===== src/sv/rau_pkg.sv =====
// ----------------------------------------------------------------------------
// rau_pkg
// Shared types and constants for the rational arithmetic unit: op codes,
// datapath widths and the entry that passes from front to back.
// ----------------------------------------------------------------------------
package rau_pkg;

  // operand and datapath widths
  localparam int IW   = 16;   // operand field width
  localparam int PW   = 32;   // product width
  localparam int NW   = 33;   // unreduced numerator/denominator width (signed)
  localparam int MW   = 32;   // magnitude width
  localparam int RW   = 32;   // result field width
  localparam int CW   = 5;    // bit counter width for gcd shift and divide
  localparam int QDEPTH = 2;  // front-to-back queue depth

  // op codes
  localparam logic [2:0] OP_ADD = 3'd0;
  localparam logic [2:0] OP_SUB = 3'd1;
  localparam logic [2:0] OP_MUL = 3'd2;
  localparam logic [2:0] OP_DIV = 3'd3;
  localparam logic [2:0] OP_CMP = 3'd4;

  // one classified item handed from front to back
  typedef struct packed {
    logic                 arith;  // needs gcd reduction
    logic                 err;    // zero denominator
    logic                 eq;     // compare result: equal
    logic                 lt;     // compare result: less than
    logic signed [NW-1:0] num;
    logic signed [NW-1:0] den;
  } rau_entry_t;

endpackage


===== src/sv/rau_front.sv =====
// ----------------------------------------------------------------------------
// rau_front
// Accepts an item, forms the cross products, classifies the operation and
// pushes a ready-to-reduce entry into the queue.
// ----------------------------------------------------------------------------
module rau_front import rau_pkg::*; (
  input  logic                 clk,
  input  logic                 rst,
  input  logic                 in_valid,
  output logic                 in_stall,
  input  logic [2:0]           op,
  input  logic signed [IW-1:0] a_num,
  input  logic signed [IW-1:0] a_den,
  input  logic signed [IW-1:0] b_num,
  input  logic signed [IW-1:0] b_den,
  output logic                 push,
  output rau_entry_t           entry,
  input  logic                 q_full
);

  localparam logic [1:0] F_IDLE = 2'd0;
  localparam logic [1:0] F_MUL  = 2'd1;
  localparam logic [1:0] F_CMB  = 2'd2;

  logic [1:0]           state;
  logic [2:0]           op_r;
  logic signed [IW-1:0] an, ad, bn, bd;
  logic signed [PW-1:0] pa, pb, pc, pd;

  logic                 op_ok, is_cmp, zden, flip;
  logic signed [NW-1:0] num_c, den_c;

  assign in_stall = (state != F_IDLE);

  // sequencer and operand/product registers
  always_ff @(posedge clk) begin
    if (rst) begin
      state <= F_IDLE;
    end else begin
      case (state)
        F_IDLE: begin
          if (in_valid) state <= F_MUL;
        end
        F_MUL: state <= F_CMB;
        F_CMB: begin
          if (!q_full) state <= F_IDLE;
        end
        default: state <= F_IDLE;
      endcase
    end
  end

  always_ff @(posedge clk) begin
    if (state == F_IDLE && in_valid) begin
      op_r <= op;
      an   <= a_num;
      ad   <= a_den;
      bn   <= b_num;
      bd   <= b_den;
    end
    if (state == F_MUL) begin
      pa <= an * bd;
      pb <= bn * ad;
      pc <= an * bn;
      pd <= ad * bd;
    end
  end

  // combine products and classify
  always_comb begin
    op_ok  = (op_r <= OP_CMP);
    is_cmp = (op_r == OP_CMP);
    zden   = (ad == '0) || (bd == '0);
    flip   = ad[IW-1] ^ bd[IW-1];
    case (op_r)
      OP_ADD: begin
        num_c = NW'(pa) + NW'(pb);
        den_c = NW'(pd);
      end
      OP_SUB: begin
        num_c = NW'(pa) - NW'(pb);
        den_c = NW'(pd);
      end
      OP_MUL: begin
        num_c = NW'(pc);
        den_c = NW'(pd);
      end
      default: begin
        num_c = NW'(pa);
        den_c = NW'(pb);
      end
    endcase
    entry.num   = num_c;
    entry.den   = den_c;
    entry.arith = op_ok && !is_cmp && !zden && (den_c != '0);
    entry.err   = op_ok && (zden || (!is_cmp && den_c == '0));
    entry.eq    = is_cmp && !zden && (pa == pb);
    entry.lt    = is_cmp && !zden && (flip ? (pa > pb) : (pa < pb));
  end

  assign push = (state == F_CMB) && !q_full;

endmodule


===== src/sv/rau_queue.sv =====
// ----------------------------------------------------------------------------
// rau_queue
// Short queue between front and back so each side can stall on its own.
// ----------------------------------------------------------------------------
module rau_queue import rau_pkg::*; (
  input  logic       clk,
  input  logic       rst,
  input  logic       push,
  input  rau_entry_t wr_entry,
  output logic       full,
  input  logic       pop,
  output rau_entry_t rd_entry,
  output logic       empty
);

  localparam int AW = $clog2(QDEPTH);

  rau_entry_t     mem [QDEPTH];
  logic [AW-1:0]  wr_ptr, rd_ptr;
  logic [AW:0]    count;

  assign full     = (count == (AW+1)'(QDEPTH));
  assign empty    = (count == '0);
  assign rd_entry = mem[rd_ptr];

  // pointers and fill count
  always_ff @(posedge clk) begin
    if (rst) begin
      wr_ptr <= '0;
      rd_ptr <= '0;
      count  <= '0;
    end else begin
      if (push) wr_ptr <= wr_ptr + 1'b1;
      if (pop)  rd_ptr <= rd_ptr + 1'b1;
      count <= count + (AW+1)'(push) - (AW+1)'(pop);
    end
  end

  // storage
  always_ff @(posedge clk) begin
    if (push) mem[wr_ptr] <= wr_entry;
  end

  a_no_overflow: assert property (@(posedge clk) disable iff (rst) full |-> !push)
    else $error("queue push while full");
  a_no_underflow: assert property (@(posedge clk) disable iff (rst) empty |-> !pop)
    else $error("queue pop while empty");
  a_count_step: assert property (@(posedge clk) disable iff (rst)
    (push && !pop) |=> (count == $past(count) + 1'b1))
    else $error("queue count did not follow push");

endmodule


===== src/sv/rau_back.sv =====
// ----------------------------------------------------------------------------
// rau_back
// Reduces a fraction by the gcd of its magnitudes: binary gcd one step a
// cycle, then two restoring dividers in parallel, then sign and saturation.
// ----------------------------------------------------------------------------
module rau_back import rau_pkg::*; (
  input  logic                 clk,
  input  logic                 rst,
  input  logic                 q_empty,
  input  rau_entry_t           q_entry,
  output logic                 pop,
  output logic                 out_valid,
  input  logic                 out_stall,
  output logic signed [RW-1:0] res_num,
  output logic signed [RW-1:0] res_den,
  output logic                 is_equal,
  output logic                 is_less,
  output logic                 zero_den_error
);

  localparam logic [2:0] B_IDLE = 3'd0;
  localparam logic [2:0] B_GCD  = 3'd1;
  localparam logic [2:0] B_DIV  = 3'd2;
  localparam logic [2:0] B_FIN  = 3'd3;
  localparam logic [2:0] B_OUT  = 3'd4;

  logic [2:0]    state;
  logic          neg_n, neg_d;
  logic [MW-1:0] mn, md, ga, gb, g, qn, qd;
  logic [CW-1:0] k, cnt;
  logic [MW:0]   rn, rd;

  logic [MW:0]   tn, td;
  logic          bn_q, bd_q;

  // saturate to the result width
  function automatic logic [RW-1:0] sat(input logic signed [MW+1:0] v);
    logic signed [MW+1:0] hi, lo;
    hi = (MW+2)'({1'b0, {(RW-1){1'b1}}});
    lo = -hi - 1;
    if (v > hi)      sat = {1'b0, {(RW-1){1'b1}}};
    else if (v < lo) sat = {1'b1, {(RW-1){1'b0}}};
    else             sat = v[RW-1:0];
  endfunction

  assign pop = (state == B_IDLE) && !q_empty;

  // trial subtraction for both dividers
  always_comb begin
    tn   = {rn[MW-1:0], qn[MW-1]};
    td   = {rd[MW-1:0], qd[MW-1]};
    bn_q = (tn >= {1'b0, g});
    bd_q = (td >= {1'b0, g});
  end

  // control
  always_ff @(posedge clk) begin
    if (rst) begin
      state     <= B_IDLE;
      out_valid <= 1'b0;
    end else begin
      case (state)
        B_IDLE: begin
          if (!q_empty) begin
            if (q_entry.arith) begin
              state <= B_GCD;
            end else begin
              state     <= B_OUT;
              out_valid <= 1'b1;
            end
          end
        end
        B_GCD: begin
          if (ga == '0) state <= B_DIV;
        end
        B_DIV: begin
          if (cnt == '1) state <= B_FIN;
        end
        B_FIN: begin
          state     <= B_OUT;
          out_valid <= 1'b1;
        end
        B_OUT: begin
          if (!out_stall) begin
            state     <= B_IDLE;
            out_valid <= 1'b0;
          end
        end
        default: state <= B_IDLE;
      endcase
    end
  end

  // datapath
  always_ff @(posedge clk) begin
    case (state)
      B_IDLE: begin
        if (!q_empty) begin
          neg_n          <= q_entry.num[NW-1];
          neg_d          <= q_entry.den[NW-1];
          mn             <= q_entry.num[NW-1] ? MW'(-q_entry.num) : MW'(q_entry.num);
          md             <= q_entry.den[NW-1] ? MW'(-q_entry.den) : MW'(q_entry.den);
          ga             <= q_entry.num[NW-1] ? MW'(-q_entry.num) : MW'(q_entry.num);
          gb             <= q_entry.den[NW-1] ? MW'(-q_entry.den) : MW'(q_entry.den);
          k              <= '0;
          res_num        <= '0;
          res_den        <= '0;
          is_equal       <= q_entry.eq;
          is_less        <= q_entry.lt;
          zero_den_error <= q_entry.err;
        end
      end
      B_GCD: begin
        // binary gcd step
        if (ga == '0) begin
          g   <= gb << k;
          qn  <= mn;
          qd  <= md;
          rn  <= '0;
          rd  <= '0;
          cnt <= '0;
        end else if (!ga[0] && !gb[0]) begin
          ga <= ga >> 1;
          gb <= gb >> 1;
          k  <= k + 1'b1;
        end else if (!ga[0]) begin
          ga <= ga >> 1;
        end else if (!gb[0]) begin
          gb <= gb >> 1;
        end else if (ga >= gb) begin
          ga <= (ga - gb) >> 1;
        end else begin
          gb <= (gb - ga) >> 1;
        end
      end
      B_DIV: begin
        // one quotient bit per cycle on both parts
        rn  <= bn_q ? (tn - {1'b0, g}) : tn;
        rd  <= bd_q ? (td - {1'b0, g}) : td;
        qn  <= {qn[MW-2:0], bn_q};
        qd  <= {qd[MW-2:0], bd_q};
        cnt <= cnt + 1'b1;
      end
      B_FIN: begin
        res_num <= sat(neg_n ? -$signed({2'b00, qn}) : $signed({2'b00, qn}));
        res_den <= sat(neg_d ? -$signed({2'b00, qd}) : $signed({2'b00, qd}));
      end
      default: ;
    endcase
  end

  a_cmp_excl: assert property (@(posedge clk) disable iff (rst)
    out_valid |-> !(is_equal && is_less))
    else $error("equal and less both set");
  a_err_clean: assert property (@(posedge clk) disable iff (rst)
    (out_valid && zero_den_error) |-> (res_num == '0 && res_den == '0 && !is_equal && !is_less))
    else $error("error result not cleared");
  a_no_pop_busy: assert property (@(posedge clk) disable iff (rst)
    out_valid |-> !pop)
    else $error("pop while result pending");

endmodule


===== src/sv/rational_arith_unit.sv =====
// ----------------------------------------------------------------------------
// rational_arith_unit
// Add, subtract, multiply, divide and compare on two fractions, with the
// arithmetic results reduced by the gcd of their magnitudes.
// ----------------------------------------------------------------------------
//  channel  | handshake           | payload
//  ---------+---------------------+----------------------------------------
//  in       | in_valid / in_stall | op, a_num, a_den, b_num, b_den
//  out      | out_valid/out_stall | res_num, res_den, is_equal, is_less,
//           |                     | zero_den_error
//
// the front takes an item through its multiply and combine states and
// pushes it once the queue has room; compare, error and unused op codes go
// straight to the back's output state, arithmetic ops first run the binary
// gcd loop (one step a cycle) and then the two 32-step dividers.
// a 2-entry queue lets the front take new items while a result waits.
// rst is synchronous and clears all control state; no clearing pass.
module rational_arith_unit import rau_pkg::*; (
  input  logic                 clk,
  input  logic                 rst,
  input  logic                 in_valid,
  output logic                 in_stall,
  input  logic [2:0]           op,
  input  logic signed [IW-1:0] a_num,
  input  logic signed [IW-1:0] a_den,
  input  logic signed [IW-1:0] b_num,
  input  logic signed [IW-1:0] b_den,
  output logic                 out_valid,
  input  logic                 out_stall,
  output logic signed [RW-1:0] res_num,
  output logic signed [RW-1:0] res_den,
  output logic                 is_equal,
  output logic                 is_less,
  output logic                 zero_den_error
);

  logic       push, q_full, pop, q_empty;
  rau_entry_t wr_entry, rd_entry;

  // classify and cross-multiply
  rau_front u_front (
    .clk      (clk),
    .rst      (rst),
    .in_valid (in_valid),
    .in_stall (in_stall),
    .op       (op),
    .a_num    (a_num),
    .a_den    (a_den),
    .b_num    (b_num),
    .b_den    (b_den),
    .push     (push),
    .entry    (wr_entry),
    .q_full   (q_full)
  );

  // decoupling queue
  rau_queue u_queue (
    .clk      (clk),
    .rst      (rst),
    .push     (push),
    .wr_entry (wr_entry),
    .full     (q_full),
    .pop      (pop),
    .rd_entry (rd_entry),
    .empty    (q_empty)
  );

  // gcd reduction and result register
  rau_back u_back (
    .clk            (clk),
    .rst            (rst),
    .q_empty        (q_empty),
    .q_entry        (rd_entry),
    .pop            (pop),
    .out_valid      (out_valid),
    .out_stall      (out_stall),
    .res_num        (res_num),
    .res_den        (res_den),
    .is_equal       (is_equal),
    .is_less        (is_less),
    .zero_den_error (zero_den_error)
  );

endmodule


===== config.mk =====
export PLATFORM = sky130hd
export DESIGN_NAME = rational_arith_unit
export DESIGN_NICKNAME = d
export VERILOG_FILES = /design/src/sv/rau_pkg.sv /design/src/sv/rau_front.sv /design/src/sv/rau_queue.sv /design/src/sv/rau_back.sv /design/src/sv/rational_arith_unit.sv
export SDC_FILE = /design/constraint.sdc
export NUM_CORES = 2
export LEC_CHECK = 0
export BUFFER_PORTS_ARGS = -buffer_cell sky130_fd_sc_hd__buf_2
export CORE_AREA = 2 2 388 390
export CTS_CLUSTER_SIZE = 10
export DETAILED_ROUTE_END_ITERATION = 12
export DIE_AREA = 0 0 390 392
export HOLD_SLACK_MARGIN = 0.02
export PLACE_DENSITY_LB_ADDON = 0.1
export RECOVER_POWER = 100
export SYNTH_ARGS = -nofsm -noshare
export SYNTH_HDL_FRONTEND = slang
export SYNTH_HIERARCHICAL = 1
export SYNTH_SLANG_ARGS = --single-unit

===== constraint.sdc =====
create_clock -name clk -period 19.59 [get_ports clk]
set_input_delay 3.918 -clock clk [delete_from_list [all_inputs] [get_ports clk]]
set_output_delay 3.918 -clock clk [all_outputs]
set_load 0.02 [all_outputs]

# Word level (Yosys, flattened, before mapping)
# Memory sizes are Yosys's and may differ from the RTL's. A register that Yosys moved wholly into a read port is not among the register bits.
# Cells that the tools add are included.
# word_totals
ff_bits	572
ram_bits	140
inputBits	71
output_inout_bits	69
wordCells	201
n_memories	1
# classes
addsub	16
n_mul	4
n_lt_le_gt_ge	10
eq_ne	25
n_shift	1
muxes	60
bitwise_logic	2
n_reduce_logical	47
# memory_table
memory	depth	word_bits	read_ports	rd_ports_with_merged_regs	write_ports	line	rtl
u_queue.mem	2	70	1	1	1	rau_queue.sv:18	rau_entry_t mem [QDEPTH];
# op_table
op	count
32-bit 2-to-1 mux	24
32-bit one-hot mux with 2 select lines	8
16-bit by 16-bit multiplier with 32-bit output	4
32-bit subtractor	4
33-bit one-hot mux with 3 select lines	1
34-bit by 32-bit > comparator with 1-bit output (second input constant)	2
34-bit by 32-bit < comparator with 1-bit output (second input constant)	2
34-bit 2-to-1 mux	2
32-bit negator with 34-bit output	2
33-bit by 32-bit >= comparator with 1-bit output	2
32-bit negator	2
32-bit by 32-bit adder with 33-bit output	1
33-bit zero test	1
33-bit 2-to-1 mux	1
33-bit nonzero test	1
32-bit by 32-bit subtractor with 33-bit output	1
32-bit == test	1
32-bit >= comparator	1
32-bit > comparator	1
16-bit zero test	2
32-bit zero test	1
32-bit < comparator	1
32-bit by 5-bit << shifter with 32-bit output	1
5-bit 2-to-1 mux	4
other kinds (36)	95

# Longest topological paths before layout
# logic_depth
ltp_word	7
ltp_mapped	26
mapped_depth_nobuf	24

# Cells and area by module
# The synthesis kept the hierarchy.
# modules_own_cells
module	n_inst	cells_per_inst	area_per_inst_um2	seq_area_each_um2
rau_front	1	5315	49867.8	5895.7
rau_back	1	2794	25974.9	11100.6
rau_queue	1	239	5622.9	4304.1

# Worst setup path before layout
# No wires, ideal clock.
# synth_timing
path_kind	reg2reg
from	register u_back.state[0]
to	register u_back.cnt[0], enable pin
setup_time_ns	0.809
arrival_ns	10.432
required_time_ns	18.781
path_slack_ns	8.349
stages_incl_launch_ff	6
n_path_buf	2
synth_period_minus_slack_ns	11.241
cell_sequence	dfxtp_1 > inv_1 > or3_1 > clkbuf_1 > clkbuf_1 > o21ai_0
# synth_between
elab_chain_len	3
elab_cells_between_ends	5
cone_classes	eq/ne (3); reduce/logical (2)
# synth_lines
element	line	rtl
start: declaration	rau_back.sv:27	logic [2:0] state;
start signal: assignment	rau_back.sv:59	state <= B_IDLE;
start signal: assignment	rau_back.sv:66	state <= B_GCD;
start signal: assignment	rau_back.sv:68	state <= B_OUT;
3-bit by 1-bit == test with 1-bit output / 3-bit by 2-bit == test with 1-bit output (equally long branches)	rau_back.sv:96	case (state)
2-bit by 1-bit inequality test with 1-bit output (no source line) / 2-bit nonzero test (equally long branches)	--	
2-bit AND reduction (no source line) (*)	--	
end signal: assignment	rau_back.sv:142	cnt <= cnt + 1'b1;
end: declaration	rau_back.sv:30	logic [CW-1:0] k, cnt;
# Every way passes the cells marked *; elsewhere a longest branch is shown, timed or not.
# A chain may end at the register's enable or synchronous reset.

# Worst setup path after layout
# layout_timing
from	register u_back.ga[9]
to	register u_back.qd[17], enable pin
# layout_between
elab_chain_len	3
# layout_lines
element	line	rtl
start: declaration	rau_back.sv:29	logic [MW-1:0] mn, md, ga, gb, g, qn, qd;
start signal: assignment	rau_back.sv:103	ga <= q_entry.num[NW-1] ? MW'(-q_entry.num) : MW'(q_entry.num);
start signal: assignment	rau_back.sv:123	ga <= ga >> 1;
start signal: assignment	rau_back.sv:127	ga <= ga >> 1;
32-bit zero test	rau_back.sv:115	if (ga == '0) begin
2-bit by 1-bit inequality test with 1-bit output (no source line)	--	
2-bit AND reduction (no source line)	--	
end signal: assignment	rau_back.sv:118	qd <= md;
end signal: assignment	rau_back.sv:141	qd <= {qd[MW-2:0], bd_q};
end: declaration	rau_back.sv:29	
# No other way between the ends.

==> impl_metrics.csv <==
group,metric,value,unit
status,outcome,"finished with violations",
status,violations,"max-capacitance violations, max-slew violations",
cts,post_cts_resize_count,0,
setup_path,path_delay_family,"compound AO/OA/AOI/OAI gates",
timing,maxSlewHeadroom,-2.35,
synth,synth_fp_nets,10000,
die,core_area,149000,um2
cts,cts_buffers,90,
route,wirelength,229,mm
setup_path,path_max_fanout,66,
route,route.detailed.wl_per_inst,22.3,um
cts,cts_sinks,713,
final_layout,largest_reg_flops,140,
final_layout,utilization,0.578,
die,fp.dieW,390,um
timing,hold_viol,0,
cts,cts_hold_buf,0,
route,via_per_inst,5.79,
synth,post_synth_num_cell_types,109,
timing,worstMarginPinSlew,4.98,ns
synth,synthArstFlopShare,0,
placement,io_buffers,139,
route,ant_nets,0,
timing,setup-tns-final,0,ns
setup_path,r2r-end,"u_back/qd[17]$_DFFE_PP_",
final_layout,nNetsFinal,9934,
global_routing,grt_antenna_before_repair,5,
timing,rsz0062_at_grt,"false",
cts,h-tree-depth,3,
cts,cts.clk_slew.worst_paths,0.06,ns
synth,synth_common_cells,"1,380 x inv_1, 1,054 x fa_1, 946 x nand2_1",
placement,dpl.cell_count,10100,
synth,synth.largest_area_cell,"fa_1",
die,dieArea,153000,um2
setup_path,max_stage_delay,3.74,ns
setup_path,crit_arrival,9.13,ns
setup_path,crit_slowest_cell,"o21ai_0",
timing,min_period,8.89,ns
synth,yosysMostFrequentCell,"inv_1",
setup_path,endpoint,"u_back/qd[17]$_DFFE_PP_",
min_path,hold_path_class,"reg2reg",
timing,drv_slew,1300,
synth,synth_area,81500,um2
synth,seq_area_frac_synth,0.261,
final_layout,syn_to_final_growth,5.68,%
route,drc,0,
placement,place.gp.congestion,0.944,
timing,skew,0.0476,ns
global_routing,grt_pass1_vias,61000,
setup_path,startpoint_type,"register",
synth,synth_area_leaders,"fa_1 26%, edfxtp_1 26%, ha_1 8.2%, inv_1 6.4%, nand2_1 4.4%",
synth,yosysWarnings,6,
synth,ys_seq_elements,713,
route,drtPass1Iterations,6,
cts,cts_setup_buffers,0,
cts,cts_tree,"done",
synth,ys.flop_type,"edfxtp_1",
placement,place_hpwl,177,mm
setup_path,end_kind,"register",
final_layout,drive_above_1_share,0.0443,
synth,synth_cells,8348,
final_layout,instances_no_fill,10300,
die,io_pins,140,
timing,post-route-period-util,0.454,
global_routing,track_usage,0.304,
setup_path,reg2regPathDepth,5,
route,drt_iter0_drc,4503,
setup_path,worstReg2RegStart,"u_back/ga[9]$_DFFE_PP_",
setup_path,r2r_slack,10.70,ns
global_routing,grt_overflow,0,
setup_path,path_cells,"nor4_1, nand4_1, or2_0, o21ai_0, clkbuf_1",
run,drv_cap,30,
global_routing,grt_first_pass_wirelength,356,mm
die,fp-row-count,142,
synth,postSynthAreaPerCell,9.76,um2
die,dieHeight,392,um
cts,clockBufferDepth,3,
timing,finalSetupViolCount,0,
setup_path,path_class,"reg2reg",
synth,yosysTopAreaCellShare,0.259,
timing,timing.fmax,0.112,GHz
global_routing,grt_max_degree,76,
cts,insertion_delay,0.72,ns
route,via_count,59400,
final_layout,top_register,"u_queue/mem",
setup_path,path_buf_inv,1,
die,start_util,0.547,
setup_path,setup.worst_path.start,"u_back/ga[9]$_DFFE_PP_",
setup_path,crit_cells,5,
setup_path,worstPathRequired,19.83,ns
synth,synth_edf_count,702,
cts,cts-root-buf,"clkbuf_16",
kinds of logic (layout without fill, tap and decap cells):
group | count (synthesis) | in the layout | synth area share
simple gates | 2396 | 2396 | 0.140
buf+inv | 1786 | 1764 | 0.0843
fa+ha+maj | 1588 | 1588 | 0.341
compound gates | 1310 | 1310 | 0.104
flops | 713 | 713 | 0.261
xor+xnor | 394 | 394 | 0.0425
mux | 161 | 161 | 0.0260
other cells | 0 | 2 | 0
worst reg2reg max path, stage by stage (launching register included):
cell      delay (ns)
edfxtp_1        0.48
nor4_1          0.53
nand4_1         0.27
or2_0           0.48
o21ai_0         3.74
clkbuf_1        2.81
layout by cell type, fill, tap and decap left out, types with 73 or more instances in the layout:
cell       netlist  final
a21o_1         100    100
xnor2_1        259    259
nand2_1        946    946
a21oi_1        343    342
ha_1           533    533
inv_1         1380   1380
clkbuf_16        0     90
xor2_1         134    134
edfxtp_1       702    702
mux2i_1         75     75
nor2_1         464    463
and2_1         512    480
fa_1          1054   1054
o21ai_0        332    355
nor3_1          76     73
clkbuf_1       362    137
worst min-delay path by stage:
stage                                  start                            end  slack (ns)  cells past startpoint
3_5_place_dp   u_back/out_valid$_SDFFE_PP0P_  u_back/out_valid$_SDFFE_PP0P_        0.49                      2
4_1_cts        u_back/out_valid$_SDFFE_PP0P_  u_back/out_valid$_SDFFE_PP0P_        0.50                      2
6_report       u_back/out_valid$_SDFFE_PP0P_  u_back/out_valid$_SDFFE_PP0P_        0.50                      2
3_3_place_gp   u_back/out_valid$_SDFFE_PP0P_  u_back/out_valid$_SDFFE_PP0P_        0.49                      2
5_1_grt              u_back/mn[10]$_DFFE_PP_        u_back/qn[10]$_DFFE_PP_        0.53                      2
2_1_floorplan    u_queue/rd_ptr$_SDFFE_PP0P_                       register        0.48                      2
final cells by class:
cell class                 count  area [um2]
timing repair buffer         238        1220
tap                         1944        2430
sequential                   713       21300
antenna                        2        5.00
inverter                    1384        5190
clock buffer                 114        2340
multi-input combinational   5849       53200
fill                       13200       62800
clock inverter                28         439
routing by layer:
layer | up-vias | GRT usage | share of wire
li1 | 27100 | - | -
met4 | 2 | 0.140 | 0.054
met3 | 459 | 0.0343 | 0.053
met2 | 1912 | 0.517 | 0.49
met1 | 30000 | 0.391 | 0.40
met5 | - | 0 | 0.00012
per-stage QoR:
step,instance area [um2],setup WS [ns],hold slack (ns)
final,86100,10.70,0.498
after global routing,86100,9.81,0.532
after CTS,86600,12.32,0.500
after detailed placement,83800,12.35,0.490
after global placement,83800,12.47,0.485
after floorplan,81500,8.35,0.481
Power is left out: the tool's default activity adds up to more than one toggle a clock period on the data nets, which glitch-free logic cannot reach.
